## src/hdl/assert_macros.svh

```systemverilog
// shared assertion macros
`ifndef ASSERT_MACROS_SVH
`define ASSERT_MACROS_SVH

// same-cycle implication, disabled during reset
`define ASSERT_IMPLY(lbl, clk, rst_n, ante, cons) \
  lbl: assert property (@(posedge clk) disable iff (!rst_n) (ante) |-> (cons)) \
    else $error("implication check failed");

// next-cycle implication, disabled during reset
`define ASSERT_NEXT(lbl, clk, rst_n, ante, cons) \
  lbl: assert property (@(posedge clk) disable iff (!rst_n) (ante) |=> (cons)) \
    else $error("next-cycle check failed");

`endif

```

## src/hdl/qcr_pkg.sv

```systemverilog
package qcr_pkg;

  localparam int INPUT_DEPTH_DEF    = 65536;
  localparam int WEIGHT_DEPTH_DEF   = 65536;
  localparam int MAX_CHANNELS_DEF   = 1024;
  localparam int MULT_FRAC_BITS_DEF = 40;

  localparam int ADDR_W     = 16;
  localparam int CFG_IDX_W  = 3;
  localparam int CFG_DATA_W = 48;
  localparam int BIAS_W     = 64;
  localparam int ACC_W      = 32;

  typedef enum logic [1:0] {
    MODE_PIXEL   = 2'd0,
    MODE_WEIGHT  = 2'd1,
    MODE_BIAS    = 2'd2,
    MODE_COMPUTE = 2'd3
  } mode_t;

  typedef enum logic [2:0] {
    REG_IN_CH  = 3'd0,
    REG_OUT_CH = 3'd1,
    REG_HEIGHT = 3'd2,
    REG_WIDTH  = 3'd3,
    REG_KERNEL = 3'd4,
    REG_STRIDE = 3'd5,
    REG_ZP     = 3'd6,
    REG_MULT   = 3'd7
  } reg_idx_t;

  // read strobes from the sequencer to the stores
  typedef struct packed {
    logic pix_en;
    logic wt_en;
    logic bias_en;
  } rd_req_t;

endpackage

```

## src/hdl/qcr_div.sv

```systemverilog
module qcr_div (
  input  logic        clk,
  input  logic        rst_n,
  input  logic        start,
  input  logic [15:0] dividend,
  input  logic [15:0] divisor,
  output logic        done,
  output logic [15:0] quot,
  output logic [15:0] rem
);
  import qcr_pkg::*;

  // restoring division, one quotient bit per cycle
  logic        busy_r;
  logic        done_r;
  logic [4:0]  cnt_r;
  logic [15:0] q_r;
  logic [16:0] rem_r;
  logic [15:0] dvs_r;
  logic [16:0] trial;
  logic [16:0] diff;

  assign trial = {rem_r[15:0], q_r[15]};
  assign diff  = trial - {1'b0, dvs_r};

  always_ff @(posedge clk) begin
    if (!rst_n) begin
      busy_r <= 1'b0;
      done_r <= 1'b0;
      cnt_r  <= '0;
    end else begin
      done_r <= 1'b0;
      if (start && !busy_r) begin
        busy_r <= 1'b1;
        cnt_r  <= '0;
      end else if (busy_r) begin
        cnt_r <= cnt_r + 5'd1;
        if (cnt_r == 5'd15) begin
          busy_r <= 1'b0;
          done_r <= 1'b1;
        end
      end
    end
  end

  always_ff @(posedge clk) begin
    if (start && !busy_r) begin
      q_r   <= dividend;
      rem_r <= '0;
      dvs_r <= divisor;
    end else if (busy_r) begin
      if (!diff[16]) begin
        rem_r <= diff;
        q_r   <= {q_r[14:0], 1'b1};
      end else begin
        rem_r <= trial;
        q_r   <= {q_r[14:0], 1'b0};
      end
    end
  end

  assign done = done_r;
  assign quot = q_r;
  assign rem  = rem_r[15:0];

endmodule

```

## config.mk

```make
export PLATFORM = sky130hd
export DESIGN_NAME = qcr_div
export DESIGN_NICKNAME = d
export VERILOG_FILES = /design/src/hdl/assert_macros.svh /design/src/hdl/qcr_pkg.sv /design/src/hdl/qcr_div.sv
export SDC_FILE = /design/constraint.sdc
export NUM_CORES = 1
export LEC_CHECK = 0
export ABC_AREA = 0
export BUFFER_PORTS_ARGS = -buffer_cell sky130_fd_sc_hd__buf_2
export CORE_MARGIN = 5
export CORE_UTILIZATION = 40
export CTS_CLUSTER_SIZE = 25
export DETAILED_ROUTE_END_ITERATION = 10
export SKIP_CTS_REPAIR_TIMING = 1
export SLEW_MARGIN = 20
export SYNTH_ARGS = -nofsm -noshare
export SYNTH_HDL_FRONTEND = slang
export SYNTH_SLANG_ARGS = --single-unit
export TNS_END_PERCENT = 1
```

## constraint.sdc

```tcl
create_clock -name clk -period 2.2 [get_ports clk]
set_input_delay 0.44 -clock clk [delete_from_list [all_inputs] [get_ports clk]]
set_output_delay 0.44 -clock clk [all_outputs]
set_load 0.01 [all_outputs]
```

* Word level (Yosys, flattened, before mapping)
Cells that the tools add are included.
W data, S select, Z words.
** Storage, ports and cells
- Bits in registers :: 55
- Latch bits :: 0
- Bits in writable memories :: 0
- Memory bits (read-only) :: 0
- Bits of input ports :: 35
- Output and inout port bits :: 33
- Logic and storage cells :: 24
- Memories :: 0
** Operators by class
- Add/subtract/negate cells :: 2
- Multiply operators :: 0
- Div/mod/pow operators :: 0
- $lt $le $gt $ge :: 0
- Equality and inequality tests :: 1
- Shifts and indexed selects :: 0
- Mux-type cells :: 8
- Bitwise logic cells :: 2
- Reductions and logical operators :: 5
** Operators with widths (count)
- $mux W16 :: 3
- $sub A17 B16 Y17 :: 1
- $add A5 B1 Y5 const B :: 1
- $eq A5 B4 Y1 const B :: 1
- $mux W1 :: 5
- $reduce_or A3 Y1 :: 1
- $not A1 Y1 :: 2
- $reduce_bool A2 Y1 :: 1
- $reduce_or A2 Y1 :: 1
- $logic_and A1 B1 Y1 :: 1
- $logic_not A1 Y1 :: 1

* Longest topological paths before layout
- Word-level depth :: 4
- Mapped depth :: 11
- Mapped depth without buffers :: 9

* Worst setup path after synthesis
Ideal clock, no wire load.
- Path type :: register to register
- From :: register q_r[15] (netlist: quot[15])
- To :: register rem_r[15]
- Setup time :: 70 ps
- Arrival time :: 2354 ps
- Required time :: 2130 ps
- Slack :: -224 ps
- Cell stages (with the launch flop) :: 10
- Cell sequence :: edfxtp_1 -> inv_1 -> ha_1 -> fa_1 -> nand2b_1 -> a21oi_2 -> o211a_4 -> nor3_2 -> or4_1 -> o21ai_1
** Between the ends
- Cells in the longest elaborated chain, start to end :: 2
** Ends and longest elaborated chain
- start, declared :: line qcr_div.sv:17 : logic [15:0] q_r;
- start signal, assigned :: line qcr_div.sv:48 : q_r <= dividend;
- start signal, assigned :: line qcr_div.sv:54 : q_r <= {q_r[14:0], 1'b1};
- start signal, assigned :: line qcr_div.sv:57 : q_r <= {q_r[14:0], 1'b0};
- $sub A17 B16 Y17 :: line qcr_div.sv:24 : assign diff = trial - {1'b0, dvs_r};
- $mux W16 :: line qcr_div.sv:52 : if (!diff[16]) begin
- end signal, assigned :: line qcr_div.sv:53 : rem_r <= diff;
- end signal, assigned :: line qcr_div.sv:56 : rem_r <= trial;
- end, declared :: line qcr_div.sv:18 : logic [16:0] rem_r;
No other way between the ends.
A chain may end at the register's enable or synchronous reset.

* Worst setup path after layout
- From :: register dvs_r[1]
- To :: register rem_r[15]
** Between the ends
- Cells in the longest elaborated chain, start to end :: 2
** Ends and longest elaborated chain
- start, declared :: line qcr_div.sv:19 : logic [15:0] dvs_r;
- start signal, assigned :: line qcr_div.sv:50 : dvs_r <= divisor;
- $sub A17 B16 Y17 :: line qcr_div.sv:24
- $mux W16 :: line qcr_div.sv:52
No other way between the ends.

==> results.toml <==
[hold_path]
min_delay_path_depth = 1
hold_class = "in -> reg"

[synth]
synthTopCellsByArea = "edfxtp_1 (27%), dfxtp_1 (13%), ha_1 (6.4%)"
synth_flop_cell = "edfxtp_1"
yosysTopAreaCell = "edfxtp_1"
synth_simple_gate_area_frac = 0.206
synth_top_family_by_area = "simple AND/OR/NAND/NOR gates"
ys_types = 58
synth_edf_count = 32
syn_nets = 425
syn_area_per_cell_sq_um = 9.44
synth_fa_ha_area_frac = 0.0701
synth_seq_cells = 55
synth_compound_area_frac = 0.182
async_flop_share = 0
syn_inst = 371
seq_area_frac_synth = 0.406
yosysTopAreaCellShare = 0.274
syn_area_sq_um = 3500
ys_warn_count = 0
synthMuxAreaShare = 0.0629
synth-xor-area-share = 0.0225

[timing]
period_share = 1.06
final-hold-violation-count = 0
fin_crit_ns = 2.33
rsz0062_at_grt = "yes"
worst_slack_ns = -0.128
slew_violations = 0
worst_slew_pin_slew_ns = 0.548
slew_headroom = 0.634
fmaxAchievable_mhz = 430
setup-violations-final = 17
fin_skew_ns = 0.0211

[floorplanning]
coreArea_sq_um = 8640
start_util = 0.405
floorplan.io_pins = 68
fp-row-count = 34
die_w_microns = 104
die_h_microns = 104
dieArea_sq_um = 10700

[routing]
met2_wirelength_microns = 4650
avgViaCountPerCell = 5.50
drcViolationCount = 0
top_layer = "met4"
ant_nets = 0
firstDrtPassIters = 5
first_iter_violations = 235
wirelength_microns = 10100
wl_met1_microns = 4560
avgRoutedWirePerCell_microns = 16.4
vias = 3375
met3_wirelength_microns = 670

[pwr]
p_int_w = 0.00307
peakVddDrop_v = 0.000505
powerDensity_nw_per_um2 = 1110
clockPowerShare = 0.141
switching_power_w = 0.00219
p_sw_frac = 0.416
p_leak_nw = 2.14
seqPwrFrac = 0.268
pwr-share-comb = 0.591

[final_layout]
stdcell_count = 614
syn2layout_area_growth_pct = 35.6
antennaDiodeCount = 0
drive_above_1_share = 0.407
nNetsFinal = 559
n_fill_cell = 804

[grt]
grt_pass1_vias = 3364
grt-ovfl-total = 0
grt_pass1_wl_microns = 15800
grt_start_max_net_pins = 21
antenna_found_initial = 0
grt.total_usage = 0.177

[critical_path]
rrSetupSlack_ns = -0.13
crit_type = "reg -> reg"
critPathMaxStageDelay_ns = 0.52
r2r_cells = 8
arrival_ns = 2.60
path_buf_inv = 1
worstPathMaxFanout = 3
cp.depth = 8
cp_slowest_cell = "or4_1"
cp-end-kind = "register"
required_ns = 2.47
path_cells = "inv_1 -> ha_1 -> nor2b_4 -> o31ai_4 -> a31oi_4 -> o311a_1 -> or4_1 -> o21ai_1"
cp-start-kind = "register"
critPathTopFamily = "compound AO/OA/AOI/OAI gates"

[cts]
cts_max_level = 2
cts_tree = "yes"
cts_buffers = 5
cts-root-buf = "clkbuf_8"
clock-sinks = 55
cts.path.max_buffers = 2
clkLatencyLatePin_ns = 0.33
clk_pin_slew_ns = 0.13

[status]
violations = "negative setup slack"
status = "finished, violations left"

[place]
place_inst = 599
dp_worst_setup_slack_ns = -0.180
portBuffers = 67
gp_congestion = 0.875
hpwl_microns = 7590

[flow_run]
cap_viol_max_count = 0
[power groups by stage]
stage / logic [W] / clock network (W) / registers, W
finish: 0.00311 / 0.000743 / 0.00141
global route: 0.00336 / 0.000788 / 0.00143
CTS: 0.00290 / 0.000757 / 0.00141
detailed placement: 0.00289 / 0 / 0.00143
floorplan: 0.00155 / 0 / 0.00154
global placement: 0.00286 / 0 / 0.00143
[area by class of cell]
cell class	instances	area (sq um)	share of cell area
Inverter	23	86.3	0.0182
Multi-Input combinational cell	274	2030	0.429
Clock inverter	3	47.5	0.0100
Sequential cell	55	1420	0.300
Tap cell	108	135	0.0285
Timing Repair Buffer	146	951	0.200
Clock buffer	5	68.8	0.0145
[metrics by stage]
| step | instance area [sq um] | TNS (ns) | hold WS (ns) | power [W] | util |
|---|---|---|---|---|---|
| finish | 4750 | -1.08 | 0.275 | 0.00526 | 0.550 |
| global route | 4750 | -2.85 | 0.270 | 0.00557 | 0.550 |
| CTS | 4560 | -1.88 | 0.273 | 0.00507 | 0.528 |
| detailed placement | 4450 | -1.35 | 0.554 | 0.00431 | 0.515 |
| global placement | 4450 | -0.698 | 0.532 | 0.00428 | 0.515 |
| floorplan | 3530 | -0.211 | 0.515 | 0.00309 | - |
[cell usage after synthesis, types with 6 or more instances]
master	number
o21ai_0	6
buf_2	8
nand2_1	34
mux2_2	16
and3_1	9
nor3_1	8
clkbuf_1	7
a21oi_1	28
ha_1	18
inv_1	22
edfxtp_1	32
nand4_1	15
nand3_1	28
o211ai_1	6
dfxtp_1	23
nor2_1	14
[placed cells by master, fill, tap and decap left out, types with 9 or more instances in the layout]
| cell | n |
|---|---|
| buf_2 | 67 |
| buf_4 | 73 |
| and3_1 | 9 |
| nor2_1 | 14 |
| nand4_1 | 15 |
| dfxtp_1 | 22 |
| ha_1 | 15 |
| mux2_2 | 16 |
| edfxtp_1 | 32 |
| nand3_1 | 26 |
| nand2_1 | 33 |
| a21oi_1 | 22 |
| inv_1 | 21 |
[cells by family after synthesis]
| family | Yosys count |
|---|---|
| buf+inv | 42 |
| mux | 20 |
| flops | 55 |
| xor+xnor | 9 |
| fa+ha+maj | 19 |
| simple gates | 136 |
| compound gates | 90 |
[path summary, 6_finish.rpt]
| check | startpoint | end |
|---|---|---|
| worst min register to register | cnt_r[3] | cnt_r[3] |
| worst max register to register | dvs_r[1] | rem_r[15] |
| worst min-delay path | divisor[6] | dvs_r[6] |
| worst max-delay path | dvs_r[1] | rem_r[15] |
[per-layer routing]
| layer | global-route usage | vias up |
|---|---|---|
| met4 | 0.0553 | 0 |
| met2 | 0.289 | 125 |
| met3 | 0.0354 | 18 |
| met5 | 0 | - |
| li1 | - | 1671 |
| met1 | 0.235 | 1561 |
[flip-flops by register name (all words and copies together) (netlist names)]
name    cells
busy_r      1
cnt_r       5
done        1
dvs_r      16
quot       16
rem_r      16
Note: power is estimated with default switching activity, not from simulation.
