===== config.mk =====
export PLATFORM = sky130hd
export DESIGN_NAME = qcr_requant
export DESIGN_NICKNAME = d
export VERILOG_FILES = /design/src/hdl/assert_macros.svh /design/src/hdl/qcr_pkg.sv /design/src/hdl/qcr_requant.sv
export SDC_FILE = /design/constraint.sdc
export NUM_CORES = 2
export LEC_CHECK = 0
export BUFFER_PORTS_ARGS = -buffer_cell sky130_fd_sc_hd__buf_4
export CORE_ASPECT_RATIO = 1.75
export CORE_MARGIN = 2
export CORE_UTILIZATION = 50
export DETAILED_ROUTE_END_ITERATION = 10
export PLACE_DENSITY = 0.7
export SLEW_MARGIN = 10
export SYNTH_ARGS = -nofsm -noshare
export SYNTH_HDL_FRONTEND = slang
export SYNTH_SLANG_ARGS = --single-unit

===== constraint.sdc =====
create_clock -name clk -period 12.5 [get_ports clk]
set_input_delay 0.625 -clock clk [delete_from_list [all_inputs] [get_ports clk]]
set_output_delay 0.625 -clock clk [all_outputs]
set_load 0.005 [all_outputs]

===== src/hdl/assert_macros.svh =====
// shared assertion macros
`ifndef ASSERT_MACROS_SVH
`define ASSERT_MACROS_SVH

// same-cycle implication, disabled during reset
`define ASSERT_IMPLY(lbl, clk, rst_n, ante, cons) \
  lbl: assert property (@(posedge clk) disable iff (!rst_n) (ante) |-> (cons)) \
    else $error("implication check failed");

// next-cycle implication, disabled during reset
`define ASSERT_NEXT(lbl, clk, rst_n, ante, cons) \
  lbl: assert property (@(posedge clk) disable iff (!rst_n) (ante) |=> (cons)) \
    else $error("next-cycle check failed");

`endif


===== src/hdl/qcr_pkg.sv =====
package qcr_pkg;

  localparam int INPUT_DEPTH_DEF    = 65536;
  localparam int WEIGHT_DEPTH_DEF   = 65536;
  localparam int MAX_CHANNELS_DEF   = 1024;
  localparam int MULT_FRAC_BITS_DEF = 40;

  localparam int ADDR_W     = 16;
  localparam int CFG_IDX_W  = 3;
  localparam int CFG_DATA_W = 48;
  localparam int BIAS_W     = 64;
  localparam int ACC_W      = 32;

  typedef enum logic [1:0] {
    MODE_PIXEL   = 2'd0,
    MODE_WEIGHT  = 2'd1,
    MODE_BIAS    = 2'd2,
    MODE_COMPUTE = 2'd3
  } mode_t;

  typedef enum logic [2:0] {
    REG_IN_CH  = 3'd0,
    REG_OUT_CH = 3'd1,
    REG_HEIGHT = 3'd2,
    REG_WIDTH  = 3'd3,
    REG_KERNEL = 3'd4,
    REG_STRIDE = 3'd5,
    REG_ZP     = 3'd6,
    REG_MULT   = 3'd7
  } reg_idx_t;

  // read strobes from the sequencer to the stores
  typedef struct packed {
    logic pix_en;
    logic wt_en;
    logic bias_en;
  } rd_req_t;

endpackage


===== src/hdl/qcr_requant.sv =====
module qcr_requant #(
  parameter int MULT_FRAC_BITS = qcr_pkg::MULT_FRAC_BITS_DEF
) (
  input  logic                         clk,
  input  logic                         rst_n,
  input  logic                         start,
  input  logic [qcr_pkg::ACC_W-1:0]    acc,
  input  logic signed [qcr_pkg::BIAS_W-1:0] bias,
  input  logic [qcr_pkg::CFG_DATA_W-1:0] mult,
  input  logic [7:0]                   zout,
  output logic                         done,
  output logic [7:0]                   pixel
);
  import qcr_pkg::*;

  localparam int VW = 82;
  localparam logic [VW-1:0] HALF = VW'(1) << (MULT_FRAC_BITS - 1);

  typedef enum logic [8:0] {
    R_IDLE = 9'b000000001,
    R_MUL0 = 9'b000000010,
    R_MUL1 = 9'b000000100,
    R_SUM  = 9'b000001000,
    R_SIGN = 9'b000010000,
    R_BIAS = 9'b000100000,
    R_ABS  = 9'b001000000,
    R_RND  = 9'b010000000,
    R_FIN  = 9'b100000000
  } rq_state_t;

  rq_state_t state_r;
  logic      done_r;

  logic                     neg_r;
  logic [31:0]              mag_r;
  logic signed [BIAS_W-1:0] bias_r;
  logic [47:0]              mult_r;
  logic [7:0]               zout_r;
  logic [55:0]              plo_r;
  logic [55:0]              phi_r;
  logic signed [VW-1:0]     v_r;
  logic [VW-1:0]            a_r;
  logic                     vneg_r;
  logic [10:0]              rq_r;
  logic [7:0]               pix_r;

  logic [23:0]   mul_b;
  logic [55:0]   mul_p;
  logic [VW-1:0] rnd_sum;
  logic [VW-1:0] rnd_sh;
  logic signed [12:0] sval;
  logic signed [12:0] oval;

  // one 32x24 multiplier, used for the low and high halves of the multiplier
  assign mul_b = (state_r == R_MUL0) ? mult_r[23:0] : mult_r[47:24];
  assign mul_p = 56'(mag_r) * 56'(mul_b);

  assign rnd_sum = a_r + HALF;
  assign rnd_sh  = rnd_sum >> MULT_FRAC_BITS;
  assign sval    = vneg_r ? -$signed(13'(rq_r)) : $signed(13'(rq_r));
  assign oval    = sval + $signed(13'(zout_r));

  always_ff @(posedge clk) begin
    if (!rst_n) begin
      state_r <= R_IDLE;
      done_r  <= 1'b0;
    end else begin
      done_r <= 1'b0;
      case (state_r)
        R_IDLE: if (start) state_r <= R_MUL0;
        R_MUL0: state_r <= R_MUL1;
        R_MUL1: state_r <= R_SUM;
        R_SUM:  state_r <= R_SIGN;
        R_SIGN: state_r <= R_BIAS;
        R_BIAS: state_r <= R_ABS;
        R_ABS:  state_r <= R_RND;
        R_RND:  state_r <= R_FIN;
        R_FIN: begin
          state_r <= R_IDLE;
          done_r  <= 1'b1;
        end
        default: state_r <= R_IDLE;
      endcase
    end
  end

  always_ff @(posedge clk) begin
    case (state_r)
      R_IDLE: begin
        if (start) begin
          neg_r  <= acc[31];
          mag_r  <= acc[31] ? 32'(33'h1_0000_0000 - 33'(acc)) : acc;
          bias_r <= bias;
          mult_r <= mult;
          zout_r <= zout;
        end
      end
      R_MUL0: plo_r <= mul_p;
      R_MUL1: phi_r <= mul_p;
      R_SUM:  v_r   <= $signed(VW'({phi_r, 24'b0}) + VW'(plo_r));
      R_SIGN: if (neg_r) v_r <= -v_r;
      R_BIAS: v_r <= v_r + VW'(bias_r);
      R_ABS: begin
        vneg_r <= v_r[VW-1];
        a_r    <= v_r[VW-1] ? VW'(-v_r) : VW'(v_r);
      end
      // magnitude saturates at 1024 before the output clamp
      R_RND: rq_r <= (rnd_sh > VW'(1024)) ? 11'd1024 : rnd_sh[10:0];
      R_FIN: begin
        if (oval > 13'sd255) begin
          pix_r <= 8'd255;
        end else if (oval < 13'sd0) begin
          pix_r <= 8'd0;
        end else begin
          pix_r <= oval[7:0];
        end
      end
      default: ;
    endcase
  end

  assign done  = done_r;
  assign pixel = pix_r;

endmodule


### After elaboration in Yosys (flattened, before gate mapping)

Cells that the tools add are included.
W data, S select, Z words.

| word-level totals | value |
|---|---|
| logic and storage cells | 51 |
| output and inout bits | 9 |
| bits of input ports | 155 |
| bits in registers | 459 |

| cells by class | value |
|---|---|
| equal/unequal tests | 11 |
| order comparisons | 3 |
| add/subtract/negate cells | 7 |
| multipliers | 1 |
| reduce and logical (&&, ||, !) cells | 3 |
| muxes and demuxes | 10 |

Operator list:

| cell | count |
|---|---|
| $pmux W82 S3 | 1 |
| $add A82 B40 Y82 const B | 1 |
| $add A82 B64 Y82 | 1 |
| $mux W82 | 1 |
| $neg A82 Y82 | 1 |
| $add A80 B56 Y81 | 1 |
| $mux W81 | 1 |
| $pmux W9 S8 | 1 |
| $mul A32 B24 Y56 | 1 |
| $gt A42 B11 Y1 const B | 1 |
| $sub A1 B32 Y32 const A | 1 |
| $mux W31 | 1 |
| $mux W24 | 1 |
| $add A13 B9 Y13 | 1 |
| $gt A13 B9 Y1 const B | 1 |
| $lt A13 B1 Y1 const B | 1 |
| $mux W13 | 1 |
| $neg A11 Y13 | 1 |
| $eq A9 B1 Y1 const B | 1 |
| $eq A9 B2 Y1 const B | 1 |
| $eq A9 B3 Y1 const B | 1 |
| $eq A9 B4 Y1 const B | 1 |
| $eq A9 B5 Y1 const B | 1 |
| $eq A9 B6 Y1 const B | 1 |
| other kinds (9) | 11 |

### Longest topological paths before layout

| depth | value |
|---|---|
| depth in word-level cells | 5 |
| mapped depth | 37 |
| depth with buffers taken out | 34 |

### Worst setup path before layout

No wires, ideal clock.

| timing path | value |
|---|---|
| path type | reg-to-reg |
| start | reg state_r[5] |
| end | reg phi_r[54] (data pin) |
| setup time | 0.279 ns |
| cell stages (with the launch flop) | 36 |
| path buffers | 2 |
| required time | 12.221 ns |
| arrival | 9.962 ns |
| clock period less this slack | 10.241 ns |
| slack | 2.259 ns |
| cells stage by stage | dfxtp_1 -> nor3_1 -> nand2_1 -> nor3_1 -> nand3b_1 -> inv_1 -> buf_1 -> nand2_1 -> nand2_1 -> clkbuf_1 -> nand2_1 -> fa_1 -> inv_1 -> fa_1 -> inv_1 -> fa_1 -> fa_1 -> inv_1 -> fa_1 -> fa_1 -> inv_1 -> fa_1 -> inv_1 -> ha_1 -> nand3_1 -> or2_2 -> nor4_1 -> nand2_1 -> o211ai_1 -> and2_1 -> and4_1 -> o31a_1 -> a31oi_1 -> o21ba_2 -> o41ai_1 -> xor2_1 |

| on the way | value |
|---|---|
| cells in the longest elaborated chain, start to end | 3 |

RTL lines:

| what | line | source |
|---|---|---|
| start: declaration | qcr_requant.sv:31 | `rq_state_t state_r;` |
| start signal: assignment | qcr_requant.sv:65 | `state_r <= R_IDLE;` |
| start signal: assignment | qcr_requant.sv:70 | `R_IDLE: if (start) state_r <= R_MUL0;` |
| start signal: assignment | qcr_requant.sv:71 | `R_MUL0: state_r <= R_MUL1;` |
| $eq A9 B2 Y1 | qcr_requant.sv:55 | `assign mul_b = (state_r == R_MUL0) ? mult_r[23:0] : mult_r[47:24];` |
| $mux W24 | qcr_requant.sv:55 |  |
| $mul A32 B24 Y56 | qcr_requant.sv:56 | `assign mul_p = 56'(mag_r) * 56'(mul_b);` |
| named net mul_p[54] | qcr_requant.sv:48 | `logic [55:0] mul_p;` |
| end signal: assignment | qcr_requant.sv:99 | `R_MUL1: phi_r <= mul_p;` |
| end: declaration | qcr_requant.sv:40 | `logic [55:0] phi_r;` |

The timed path passes the listed nets, and every way through them passes these cells.
A chain may end at the register's enable or synchronous reset.

### Worst setup path in the final report

| timing path | value |
|---|---|
| start | reg state_r[5] |
| end | reg phi_r[50] (data pin) |

Same word-level chain as after synthesis.

==> metrics.md <==
| Metric | Value |
|---|---|
| CTS Sinks | 420 |
| Fmax | 102 MHz |
| Clock Tree Buf Depth | 3 |
| WL/cell | around 22 µm |
| Crit path max fanout | 23 |
| EDFF count, synth | just over 400 |
| Initial Utilization | 50.5% |
| Worst setup EP type | flip-flop |
| Most used DFF post-synth | edfxtp_1 |
| Relative slew slack | between 10% and 20% |
| Critical path required time | about 13 ns |
| Nets@finish | 6,279 |
| Top-count cell post-synth | inv_1 |
| Setup Buffers After CTS | 0 |
| Maximum number of pins on one net before global-route repair | 73 |
| Crit path launch type | flip-flop |
| Initial DRT Pass Iterations | 5 |
| Placed instance count | 6,419 |
| Post-Syn Nets | 6,242 |
| Final min period | ~9.8 ns |
| Hold_buf cts | 0 |
| Max incr delay on CP | ~0.65 ns |
| I/O Pins | between 150 and 200 |
| Die area | 0.102 mm² |
| Vias in the first global route | roughly 40k |
| Flop2flop setup slack | 2.69 ns |
| Initial antenna violation count | 0 |
| Clk slew on worst S/H paths | ~0.08 ns |
| Vias | approximately 37k |
| Setup TNS | 0 ns |
| Warnings, synthesis | 0 |
| Syn_area_per_cell | 9.69 µm² |
| CTS tree | done |
| DRT antenna net count | 0 |
| Crit path DAT | 10.18 ns |
| Post-synthesis cell type count | 79 |
| FFs w/ async S/R, synth | 0% |
| Max-cap violation count | 0 |
| Worst-Margin Slew | 1.27 ns |
| Post-Layout Cell Count | 6,499 |
| Row Count | 152 |
| Synthesis-to-finish area growth | 8.15% |
| Final setup violation count | 0 |
| GRT Total Usage | 28.6% |
| Area leader, netlist | fa_1 |
| DP Worst Slack | roughly 2.8 ns |
| RSZ-0062 raised after global routing | no |
| Seq/Total Area, Yosys | 25.2% |
| Top area cells in the synthesized netlist | fa_1 27%, edfxtp_1 25%, ha_1 7.7% |
| Min-delay worst type | primary input to flip-flop |
| Synthesized instance count | 5,119 |
| Setup slack after layout | around 2.7 ns |
| Vias per std cell | ~5.7 |
| Die Y | between 400 and 500 µm |
| Number of H-tree levels | 2 |
| Status | finished, final reports clean |
| Iteration-0 DRC Markers | 2,419 |
| Root Driver | clkbuf_16 |
| Routed WL | ~140,000 µm |
| Clock latency on the worst-skew pair | roughly 0.64 ns |
| Hpwl dp | 110,000 µm |
| Type of the worst setup path | flip-flop to flip-flop |
| Port Buf Inserts | 163 |
| Drc violations | 0 |
| Max Transition Viols Final | 0 |
| Layout cells sized above 1 | 6.94% |
| Die Wd | 242 µm |
| Post-synth top area share | about a quarter |
| Post-cts repair resize count | 0 |
| First-pass GRT wire length | 223,000 µm |
| Total gr overflow | 0 |
| Final period util | 78.5% |
| CP max-delay cell | nand2_1 |
| Filler cell count | about 9k |
| Cell Area, Synth | 0.0496 mm² |
| Final hold violations | 0 |
| Core area | 0.0981 mm² |
| Clock skew | 0.0492 ns |
| RD Place Congestion | 0.988 |
| Seq cells post-synth | 420 |
| Post-synth top cells | 754 x inv_1, 661 x fa_1, 639 x nand2_1 |
| TritonCTS Buffers | between 40 and 50 |
| Most frequent CP cell | fa_1 |
==> critical path, delay by kind of cell, from the launching register on <==
family                   cells  cell delay [ns]
adder cells (fa/ha/maj)      8             3.96
AND/OR/NAND/NOR             10             2.29
buffers and inverters        5             0.93
XOR/XNOR                     1             0.18
flip-flops                   1             0.35
AO/OA/AOI/OAI                8             1.82
==> state kept, by name, summed over array words and instances (netlist names), 9 cells and up <==
signal / cells
mult_r: 48
bias_r: 64
phi_r: 56
mag_r: 32
v_r: 82
a_r: 43
rq_r: 11
plo_r: 56
state_r: 9
==> metrics by stage <==
| stage | utilization, % | cell area (µm²) | hold WS (ns) |
|---|---|---|---|
| global route | 54.6 | 53600 | 0.141 |
| global placement | 53.1 | 52100 | 0.498 |
| detailed placement | 53.1 | 52100 | 0.506 |
| CTS | 54.6 | 53600 | 0.127 |
| finish | 54.6 | 53600 | 0.159 |
| floorplan | - | 49600 | 0.468 |
==> layout by cell type (no fill, tap or decap), drive strengths merged, types with 29 or more instances in the layout <==
cell,n
a21o,102
a21oi,192
a22oi,57
and2,310
and3,29
buf,227
clkbuf,48
edfxtp,410
fa,661
ha,307
inv,759
nand2,639
nand2b,36
nand3,55
nand4,55
nor2,157
nor2b,111
nor3,50
o21a,38
o21ai,201
o21bai,41
or3,41
xnor2,227
xor2,121
==> cells by family (layout without fill, tap and decap cells) <==
family | after synthesis | after routing | share of synthesized area, %
muxes | 6 | 6 | 0.124
xor gates and xnor gates | 348 | 348 | 6.15
adders and majority gates | 968 | 968 | 34.4
AOI/OAI and AO/OA | 790 | 790 | 10.2
DFF | 420 | 420 | 25.2
and+or+nand+nor | 1597 | 1597 | 16.4
buffers and inverters | 990 | 1060 | 7.50
other | 0 | 1 | 0
==> area by class of cell <==
cell class              count  area [µm²]  share of cell area, %
flip-flops and latches    420       12500                   23.3
multi-input cells        3709       33400                   62.4
clock buffers              48        1140                   2.12
inverters                 754        2830                   5.28
diodes                      1        2.50                0.00467
well taps                1309        1640                   3.05
clock inverters            31         354                  0.660
repair buffers            227        1700                   3.18
==> final timing paths <==
path	from	endpoint	depth (start not counted)
setup reg to reg	state_r[5]	phi_r[50]	32
hold / removal	mult[34]	mult_r[34]	1
hold reg to reg	state_r[7]	state_r[8]	2
setup / recovery	state_r[5]	phi_r[50]	32
==> layer usage <==
layer  wire length, µm  vias up  track usage, %
met4             11100        0            18.9
met2             75900     1402            53.8
li1                  -    16900               -
met5                 0        -               0
met1             48800    18500            29.7
met3              7560      514            3.56
Power is not shown: default switching activity piles up to over one toggle a cycle in this logic, so the estimate is an artifact.
